[src/design/sre_fifo.sv]
// ----------------------------------------------------------------------------
// sre_fifo: small synchronous queue
// Register based first-in first-out queue with full and empty flags.
// ----------------------------------------------------------------------------
module sre_fifo #(
  parameter int unsigned Depth = 2,
  parameter type item_t = logic
) (
  input  logic  clk_i,
  input  logic  rst_ni,
  input  logic  push_i,
  input  item_t data_i,
  output logic  full_o,
  input  logic  pop_i,
  output item_t data_o,
  output logic  empty_o
);

  localparam int unsigned PtrW = (Depth > 1) ? $clog2(Depth) : 1;
  localparam int unsigned CntW = $clog2(Depth + 1);

  item_t           mem_q [Depth];
  logic [PtrW-1:0] wr_ptr_q, wr_ptr_d;
  logic [PtrW-1:0] rd_ptr_q, rd_ptr_d;
  logic [CntW-1:0] cnt_q, cnt_d;
  logic            do_push, do_pop;

  assign full_o  = (cnt_q == CntW'(Depth));
  assign empty_o = (cnt_q == '0);
  assign do_push = push_i && !full_o;
  assign do_pop  = pop_i && !empty_o;
  assign data_o  = mem_q[rd_ptr_q];

  always_comb begin
    wr_ptr_d = wr_ptr_q;
    rd_ptr_d = rd_ptr_q;
    cnt_d    = cnt_q;
    if (do_push) begin
      wr_ptr_d = (wr_ptr_q == PtrW'(Depth - 1)) ? '0 : wr_ptr_q + 1'b1;
    end
    if (do_pop) begin
      rd_ptr_d = (rd_ptr_q == PtrW'(Depth - 1)) ? '0 : rd_ptr_q + 1'b1;
    end
    if (do_push && !do_pop) begin
      cnt_d = cnt_q + 1'b1;
    end else if (do_pop && !do_push) begin
      cnt_d = cnt_q - 1'b1;
    end
  end

  always_ff @(posedge clk_i or negedge rst_ni) begin
    if (!rst_ni) begin
      wr_ptr_q <= '0;
      rd_ptr_q <= '0;
      cnt_q    <= '0;
    end else begin
      wr_ptr_q <= wr_ptr_d;
      rd_ptr_q <= rd_ptr_d;
      cnt_q    <= cnt_d;
    end
  end

  always_ff @(posedge clk_i) begin
    if (do_push) begin
      mem_q[wr_ptr_q] <= data_i;
    end
  end

endmodule

[config.mk]
export PLATFORM = sky130hd
export DESIGN_NAME = sre_fifo
export DESIGN_NICKNAME = d
export VERILOG_FILES = /design/src/design/sre_fifo.sv
export SDC_FILE = /design/constraint.sdc
export NUM_CORES = 1
export LEC_CHECK = 0
export BUFFER_PORTS_ARGS = -buffer_cell sky130_fd_sc_hd__buf_2
export CORE_AREA = 2 2 39 41
export CTS_BUF_LIST = sky130_fd_sc_hd__clkbuf_8
export CTS_CLUSTER_SIZE = 24
export DETAILED_ROUTE_END_ITERATION = 6
export DIE_AREA = 0 0 41 43
export MAX_ROUTING_LAYER = met4
export PLACE_DENSITY = 0.41
export SLEW_MARGIN = 20
export SYNTH_ARGS = -nofsm -noshare
export SYNTH_HDL_FRONTEND = slang
export SYNTH_SLANG_ARGS = --single-unit
[constraint.sdc]
create_clock -name clk_i -period 4 [get_ports clk_i]
set_clock_uncertainty 0.2 [all_clocks]
set_input_delay 0.4 -clock clk_i [delete_from_list [all_inputs] [get_ports clk_i]]
set_output_delay 0.4 -clock clk_i [all_outputs]
set_load 0.05 [all_outputs]
==> flow_summary.toml <==
[outcome]
status = "finished clean"

[power_and_ir_drop]
power_density_mw_per_mm2 = 958
power.static_leakage_uw = 0.000181
power.ir.vdd_worst_uv = 171
overall_power_of_the_completed_layout_uw = 359

[synthesis]
post_synthesis_instance_area_um2 = 268
synthAdderAreaFrac_pct = 4.67
synth_top_family_by_area = "XOR/XNOR gates"
synth_compound_area_share_pct = 1.87
synthSimpleGateAreaFrac_pct = 10.3
ys_seq_area_share_pct = 59.8
ys_types = 12
mean_cell_area_of_the_mapped_netlist_um2 = 12.2
synth_xor_area_share_pct = 16.4
synth-warning-count = 0
syn-instance-count = 22
net_count_of_the_mapped_netlist = 28
flops_latches_synth = 6
post_synth_mux_area_share_pct = 4.21

[worst_setup_path]
cp_required_ns = 3.40
cp_data_arrival_time_ns = 1.16
crit_path_start = "cnt_q[0]$_DFFE_PN0P_"
crit_path_max_incr_delay_ns = 0.42
cp_max_fo = 5
r2r_start = "cnt_q[0]$_DFFE_PN0P_"
setup.worst_path.class = "reg2out"
critical_path.cell_chain = "nand2b_1 > inv_1 > buf_2"
slowest_library_cell_on_the_worst_path = "dfrtp_1"
rrSetupSlack_ns = 2.28
worst_r2r_path_depth = 7
critical_path.endpoint_type = "primary output"
r2r_end = "cnt_q[1]$_DFFE_PN0P_"
cp_launch_type = "flop"

[floorplanning]
row_count = 14
die_width_um = 41
core_area_mm2 = 0.00138
chipHeight_um = 43
start_util_pct = 19.3
pin_count = 8
die_footprint_mm2 = 0.00176

[clock_network]
cts_made_buffers = 3
cts_buffer_depth = 2
cts_resized = 0
cts_tree = "yes"
post_cts.repair.setup_buffers = 0
clock-root-buffer = "clkbuf_8"
clock_latency_ns = 0.22
number_of_sinks_handled_by_clock_tree_synthesis = 6
cts_max_level = 1
path_clk_slew_ns = 0.04

[drt]
detail_route.first_pass.iterations = 1
drt.antenna.violating_nets = 0
drt_first_iter_violations = 0
wl_per_cell_um = 9.88
via_per_inst = 3.78
remaining_drc_errors = 0
num_vias = 185
routed_wl_um = 484

[layout]
antenna_fix_cells = 0
layout-area-overhead-vs-synth_pct = 39.7
fraction_of_layout_cells_with_a_size_suffix_above_1_pct = 33.3
area.sequential_um2 = 160
design_area_um2 = 374
multiInputGateArea_um2 = 100
finish.net_count = 41
layout.filler_cells = 151

[min_path]
timing.hold.worst.class = "in2reg"
worstHoldEndpoint = "mem_q[1]$_DFFE_PP_"
whs_path_depth = 1
timing.hold.worst.start = "data_i"

[placed_design]
half_perimeter_wire_length_after_placement_um = 355
gpl.final_weighted_congestion = 0.547
numPortBuffers = 7
place_area_um2 = 323

[grt]
first_global_vias = 208
global_route.usage.met2_pct = 11.6
groute.layer.met3.usage_pct = 1.57
grt_pass1_wl_um = 738
grtUsageTotal_pct = 7.45
largest_net_degree_at_the_start_of_global_routing = 6
globalRouteMet1Util_pct = 4.58
grt-busiest-layer = "met4"
grt_overflow = 0
antenna_found_initial = 0

[sta]
maxClockFrequency_mhz = 569
setup_viol_count_final = 0
final-max-slew-violation-count = 0
tightest_slew_ns = 0.249
setup_total_negative_slack_ns = 0
timing.max_slew.rel_slack_pct = 83.5
fin_hold_ws_ns = 0.169
report.final.hold_viol_count = 0
grt_setup_unrepaired = "false"
final_period_demand_of_the_worst_path_ns = 1.76
finalCritPeriodShare_pct = 43.9

[job]
drv.max_cap_violation_count = 0
-- synth_stat cells --
cell type / instances / area (um2)
o21ai_1: 1 / 5.00
nand2_1: 1 / 3.75
nand2b_1: 1 / 6.26
dfrtp_1: 4 / 100
nor2_1: 3 / 11.3
edfxtp_1: 2 / 60.1
and3_1: 1 / 6.26
ha_1: 1 / 12.5
xnor2_1: 3 / 26.3
xor2_1: 2 / 17.5
mux2_2: 1 / 11.3
inv_1: 2 / 7.51
-- where the power goes --
| group | switching, uW | leakage [uW] | total, uW | internal (uW) |
|---|---|---|---|---|
| sequential | 24.6 | 0.0000652 | 117 | 92.4 |
| combinational | 94.6 | 0.0000939 | 150 | 55.1 |
| clock | 27.1 | 0.0000216 | 91.9 | 64.7 |
-- routing by layer --
| layer | vias to the layer above | part of all wire [%] |
|---|---|---|
| met5 | - | 0 |
| met4 | 0 | 5.0 |
| met3 | 2 | 3.9 |
| met2 | 6 | 56 |
| met1 | 85 | 35 |
| li1 | 92 | - |
-- repair_timing --
action                                 4_1_cts  5_1_grt
hold buffers                                 1        0
endpoints found under the hold margin        4        0
setup endpoints to repair                    0        0
-- registers in the layout, indices dropped and copies added (netlist names) --
name	cells
cnt_q	2
mem_q	2
rd_ptr_q	1
wr_ptr_q	1
-- cell families (layout without fill, tap and decap cells) --
logic type,Yosys count,after routing
compound gates,1,1
xor+xnor,5,5
fa+ha+maj,1,1
buf+inv,2,13
flops,6,6
mux,1,1
simple gates,6,6
-- per-stage QoR --
stage               cells  setup slack, ns  util, %
finish                 49             2.24     27.0
global route           49             2.17     27.0
CTS                    49             2.23     27.0
detailed placement     45             2.27     23.3
global placement       45             2.36     23.3
floorplan              22             2.33        -
-- area by class of cell --
type,instances,share of cell area [%]
clock buffers,3,11.0
inverters,2,2.01
multi-input cells,14,26.8
repair buffers,8,12.0
well taps,16,5.35
flip-flops and latches,6,42.8
-- cells in the final DEF (no fill, tap or decap), types with 2 or more instances in the layout --
master / n
inv_1: 2
nor2_1: 3
clkbuf_8: 3
dfrtp_1: 4
xor2_1: 2
buf_2: 7
edfxtp_1: 2
xnor2_1: 3
-- how the worst max path moves through the flow --
stage,end,slack [ns]
global placement,cnt_q[1]$_DFFE_PN0P_,2.36
finish,full_o,2.24
CTS,full_o,2.23
detailed placement,cnt_q[1]$_DFFE_PN0P_,2.27
floorplan,empty_o,2.33
global route,cnt_q[1]$_DFFE_PN0P_,2.17
-- worst max-delay path: cells and delay by family (launching register included) --
| family | cells | cell delay (ns) |
|---|---|---|
| AND/OR/NAND/NOR | 1 | 0.20 |
| flip-flops | 1 | 0.42 |
| buffers and inverters | 2 | 0.31 |
Power figures use the tool's default switching activity.
