--- src/design/sre_pkg.sv ---
// ----------------------------------------------------------------------------
// sre_pkg: shared types and codes of the register machine execute block
// Item and result layouts, the decoded command that sits between the front
// and back parts, op codes and condition codes.
// ----------------------------------------------------------------------------
package sre_pkg;

  localparam logic [3:0] OP_STORE = 4'd1;
  localparam logic [3:0] OP_LOAD  = 4'd2;
  localparam logic [3:0] OP_ADD   = 4'd3;
  localparam logic [3:0] OP_SUB   = 4'd4;
  localparam logic [3:0] OP_MUL   = 4'd5;
  localparam logic [3:0] OP_JUMP  = 4'd6;
  localparam logic [3:0] OP_IF    = 4'd7;
  localparam logic [3:0] OP_PRINT = 4'd13;
  localparam logic [3:0] OP_READ  = 4'd14;

  localparam logic [3:0] CC_EQ   = 4'd8;
  localparam logic [3:0] CC_LT   = 4'd9;
  localparam logic [3:0] CC_GT   = 4'd10;
  localparam logic [3:0] CC_LTEQ = 4'd11;
  localparam logic [3:0] CC_GTEQ = 4'd12;

  localparam logic CMD_EXECUTE    = 1'b0;
  localparam logic CMD_LOAD_CONST = 1'b1;

  localparam int unsigned CMD_QUEUE_DEPTH = 2;
  localparam int unsigned RES_QUEUE_DEPTH = 2;

  typedef enum logic [3:0] {
    KIND_NOP,
    KIND_LDC,
    KIND_STORE,
    KIND_LOAD,
    KIND_ADD,
    KIND_SUB,
    KIND_MUL,
    KIND_IF,
    KIND_PRINT,
    KIND_READ
  } kind_e;

  typedef struct packed {
    logic               command;
    logic [3:0]         op_code;
    logic [9:0]         first_operand;
    logic [9:0]         second_operand;
    logic [3:0]         third_operand;
    logic [10:0]        false_target;
    logic [9:0]         current_index;
    logic signed [31:0] supplied_value;
  } in_item_t;

  typedef struct packed {
    logic [10:0]        next_index;
    logic               print_valid;
    logic signed [31:0] print_value;
    logic               print_is_constant;
  } out_item_t;

  typedef struct packed {
    kind_e       kind;
    logic [9:0]  ra;
    logic        ra_ok;
    logic [9:0]  rb;
    logic        rb_ok;
    logic [9:0]  wr_reg;
    logic        wr_ok;
    logic [9:0]  addr;
    logic        addr_ok;
    logic [3:0]  cond;
    logic [10:0] next_index;
    logic [10:0] fail_index;
    logic [31:0] value;
  } cmd_t;

endpackage

--- src/design/sre_front.sv ---
// ----------------------------------------------------------------------------
// sre_front: input acceptance and instruction classification
// Takes items from the input port, decodes the operation, range checks the
// register and store operands and works out the fall-through and branch
// indexes before the command enters the command queue.
// ----------------------------------------------------------------------------
module sre_front #(
  parameter int unsigned STORE_DEPTH    = 1024,
  parameter int unsigned REGISTER_COUNT = 8
) (
  input  sre_pkg::in_item_t item_i,
  input  logic              push_i,
  output logic              full_o,
  input  logic              queue_full_i,
  input  logic              busy_i,
  output sre_pkg::cmd_t     cmd_o,
  output logic              cmd_push_o
);

  import sre_pkg::*;

  logic [9:0]  op_a, op_b, op_c;
  logic        a_reg_ok, b_reg_ok, c_reg_ok;
  logic        a_mem_ok, b_mem_ok;
  logic [10:0] seq_index, jump_index, fail_index;

  assign full_o     = queue_full_i || busy_i;
  assign cmd_push_o = push_i && !full_o;

  assign op_a = item_i.first_operand;
  assign op_b = item_i.second_operand;
  assign op_c = {6'b0, item_i.third_operand};

  assign a_reg_ok = ({22'b0, op_a} < 32'(REGISTER_COUNT));
  assign b_reg_ok = ({22'b0, op_b} < 32'(REGISTER_COUNT));
  assign c_reg_ok = ({22'b0, op_c} < 32'(REGISTER_COUNT));
  assign a_mem_ok = ({22'b0, op_a} < 32'(STORE_DEPTH));
  assign b_mem_ok = ({22'b0, op_b} < 32'(STORE_DEPTH));

  assign seq_index  = {1'b0, item_i.current_index} + 11'd1;
  assign jump_index = (op_a == '0) ? '0 : {1'b0, op_a} - 11'd1;
  assign fail_index = (item_i.false_target == '0) ? '0 : item_i.false_target - 11'd1;

  always_comb begin
    cmd_o            = '0;
    cmd_o.kind       = KIND_NOP;
    cmd_o.wr_reg     = op_a;
    cmd_o.wr_ok      = a_reg_ok;
    cmd_o.cond       = item_i.third_operand;
    cmd_o.next_index = seq_index;
    cmd_o.fail_index = fail_index;
    cmd_o.value      = item_i.supplied_value;
    if (item_i.command == CMD_LOAD_CONST) begin
      cmd_o.kind       = KIND_LDC;
      cmd_o.addr       = op_a;
      cmd_o.addr_ok    = a_mem_ok;
      cmd_o.next_index = {1'b0, item_i.current_index};
    end else begin
      case (item_i.op_code)
        OP_STORE: begin
          cmd_o.kind    = KIND_STORE;
          cmd_o.ra      = op_b;
          cmd_o.ra_ok   = b_reg_ok;
          cmd_o.addr    = op_a;
          cmd_o.addr_ok = a_mem_ok;
        end
        OP_LOAD: begin
          cmd_o.kind    = KIND_LOAD;
          cmd_o.addr    = op_b;
          cmd_o.addr_ok = b_mem_ok;
        end
        OP_ADD, OP_SUB, OP_MUL: begin
          cmd_o.kind  = (item_i.op_code == OP_ADD) ? KIND_ADD :
                        (item_i.op_code == OP_SUB) ? KIND_SUB : KIND_MUL;
          cmd_o.ra    = op_b;
          cmd_o.ra_ok = b_reg_ok;
          cmd_o.rb    = op_c;
          cmd_o.rb_ok = c_reg_ok;
        end
        OP_JUMP: begin
          cmd_o.next_index = jump_index;
        end
        OP_IF: begin
          cmd_o.kind  = KIND_IF;
          cmd_o.ra    = op_a;
          cmd_o.ra_ok = a_reg_ok;
          cmd_o.rb    = op_b;
          cmd_o.rb_ok = b_reg_ok;
        end
        OP_PRINT: begin
          cmd_o.kind    = KIND_PRINT;
          cmd_o.ra      = op_a;
          cmd_o.ra_ok   = a_reg_ok;
          cmd_o.addr    = op_a;
          cmd_o.addr_ok = a_mem_ok;
        end
        OP_READ: begin
          cmd_o.kind = KIND_READ;
        end
        default: begin
          cmd_o.kind = KIND_NOP;
        end
      endcase
    end
  end

endmodule

--- config.mk ---
export PLATFORM = sky130hd
export DESIGN_NAME = sre_front
export DESIGN_NICKNAME = d
export VERILOG_FILES = /design/src/design/sre_pkg.sv /design/src/design/sre_front.sv
export SDC_FILE = /design/constraint.sdc
export NUM_CORES = 1
export LEC_CHECK = 0
export ABC_AREA = 1
export BUFFER_PORTS_ARGS = -buffer_cell sky130_fd_sc_hd__buf_2
export CORE_ASPECT_RATIO = 0.8
export CORE_MARGIN = 5
export CORE_UTILIZATION = 40
export DETAILED_ROUTE_END_ITERATION = 12
export MAX_ROUTING_LAYER = met4
export PLACE_DENSITY = 0.91
export SLEW_MARGIN = 20
export SYNTH_ARGS = -nofsm -noshare
export SYNTH_HDL_FRONTEND = slang
export SYNTH_SLANG_ARGS = --single-unit
export TNS_END_PERCENT = 30
--- constraint.sdc ---
create_clock -name vclk -period 3.1
set_input_delay 0.155 -clock vclk [all_inputs]
set_output_delay 0.155 -clock vclk [all_outputs]
set_load 0.1 [all_outputs]
==> results.cfg <==
[cells_and_area]
layout.cells.non_filler = 484
drive_gt1_share_pct = 34.0
final_area_sq_mm = 0.00212
layout.area.seq_sq_um = 0
clockBufferCount = 0
fin_nets = 518
diodes = 0
nFlopsAndLatches = 0
area_delta_synth_final_pct = 18.3

[yosys]
synthTopCellsByArea = buf_4 (21%), nand2_1 (19%), nor2_1 (9.2%), nand3_1 (8.4%), inv_1 (8.2%)
ys_seq_area_share_pct = 0
yosysUniqueCellTypes = 29
ys_top_cells_by_count = nand2_1 (93), buf_4 (49), nor2_1 (44), inv_1 (39), nand3_1 (30)
synthesis.nets = 441
synth.most_common_cell = nand2_1
post_synth_instance_area_sq_mm = 0.00179
synth_top_area_share_pct = 20.5
synth_warnings = 0
syn_inst = 352
synth_area_per_cell_sq_um = 5.10
yosysTopAreaCell = buf_4

[pwr]
ir_worst_vdd_mv = 0.288
leakage_nw = 1.26
p_sw_share_pct = 83.8
p_sw_uw = 546
finalPower_uw = 652
clock_power_share_pct = 0
internal_power_uw = 106
pwr-share-seq_pct = 0
power.density_mw_per_mm2 = 307
pwr-share-comb_pct = 100.0

[grt]
grt_max_degree = 27
grt_pass1_wl_microns = 9920
grt_pass1_vias = 2290
grt_overflow = 0
grt_antenna_before_repair = 0
grt_usage_pct = 19.4

[routing]
wirelength_microns = 6170
wl_per_cell_microns = 12.8
vias = 2504
drt_first_pass_iters = 5
viasPerCell = 5.17
drc = 0
drtIter0Drc = 190
postRouteAntennaNets = 0

[timing]
worst_slew_pin_slew_ns = 0.508
setup_tns_ns = 0
slew_headroom_pct = 66.4
period_share_pct = 68.9
rsz0062_at_grt = no
drv_slew = 0
finalHoldViolations = 0
finalCriticalPeriod_ns = 2.13
max_freq_mhz = 468
layout_setup_ws_ns = 0.965
setup_viol = 0

[worst_setup_path]
cp_common_cell = buf_2
crit_type = input pin to primary output
cp-end-kind = primary output
cp_top_family = buffers and inverters
cp_slowest_cell = clkinv_1
crit_path_max_incr_delay_ns = 0.46
critPathBufInv = 3
path_cells = buf_2 > clkinv_1 > nand2_1 > nor2_2 > o21ai_0 > buf_2
cp_max_fo = 26
start_kind = input pin
arrival_ns = 1.98
worstPathRequired_ns = 2.94

[flow_run]
maxCapViolCount = 0

[placed_design]
gp_congestion = 0.915
dpl.cell_count = 484
port_buffers = 129
hpwl_microns = 5220
dpl-instance-area_sq_mm = 0.00212
dpl_worst_slack_ns = 1.04

[hold_path]
min_path_type = input pin to primary output

[die]
start_util_pct = 42.2
die_h_microns = 69.9
io_pins = 193
die_area_sq_mm = 0.00593
rows = 21
core_area_sq_mm = 0.00426
die_x_microns = 84.9

[clock_tree]
cts_hold_buf = 0
post_cts_buffers = 0
cts_resized = 0

[run_status]
status = finished, final reports clean
==> cell usage in the layout, fill, tap and decap left out, types with 6 or more instances in the layout <==
master and count:
buf_2 129, nand2_1 93, nor2_1 44, inv_1 39
nand3_1 30, a21oi_1 20, o21ai_0 13, xor2_1 8
o22ai_1 6
==> per-layer routing <==
layer,vias to the layer above,track usage (%),share of wire [%]
met4,0,3.16,0.40
met2,152,31.5,45
met1,1114,25.3,44
met3,4,3.88,11
li1,1234,-,-
met5,-,-,0
==> path summary, 6_finish.rpt <==
path | depth (start not counted) | start | to | slack, ns
setup / recovery | 6 | item_i[81] | cmd_o[62] | 0.97
hold / removal | 0 | item_i[3] | cmd_o[3] | 0.31
==> kinds of logic (layout without fill, tap and decap cells) <==
logic type / after synthesis / in the layout / synth area share (%)
AO/OA/AOI/OAI: 49 / 49 / 15.4
XOR/XNOR: 12 / 12 / 5.86
adder cells (fa/ha/maj): 4 / 4 / 2.79
buffers and inverters: 99 / 174 / 31.2
AND/OR/NAND/NOR: 188 / 188 / 44.7
==> power groups by stage <==
stage / combinational [mW] / sequential (mW) / clock [mW]
after global routing: 0.682 / 0 / 0
after floorplan: 0.730 / 0 / 0
after global placement: 0.644 / 0 / 0
after detailed placement: 0.650 / 0 / 0
after CTS: 0.651 / 0 / 0
final: 0.652 / 0 / 0
==> layout make-up <==
type | count | area [sq um]
Fill cell | 465 | 2130
Multi-Input combinational cell | 253 | 1230
Inverter | 44 | 165
Tap cell | 57 | 71.3
Timing Repair Buffer | 130 | 653
==> per-stage QoR <==
step	hold slack, ns	utilization [%]
finish	0.310	49.9
global placement	0.311	49.9
floorplan	0.522	-
global route	0.310	49.9
CTS	0.311	49.9
detailed placement	0.311	49.9
No activity file was read; power rests on OpenSTA's default activity.
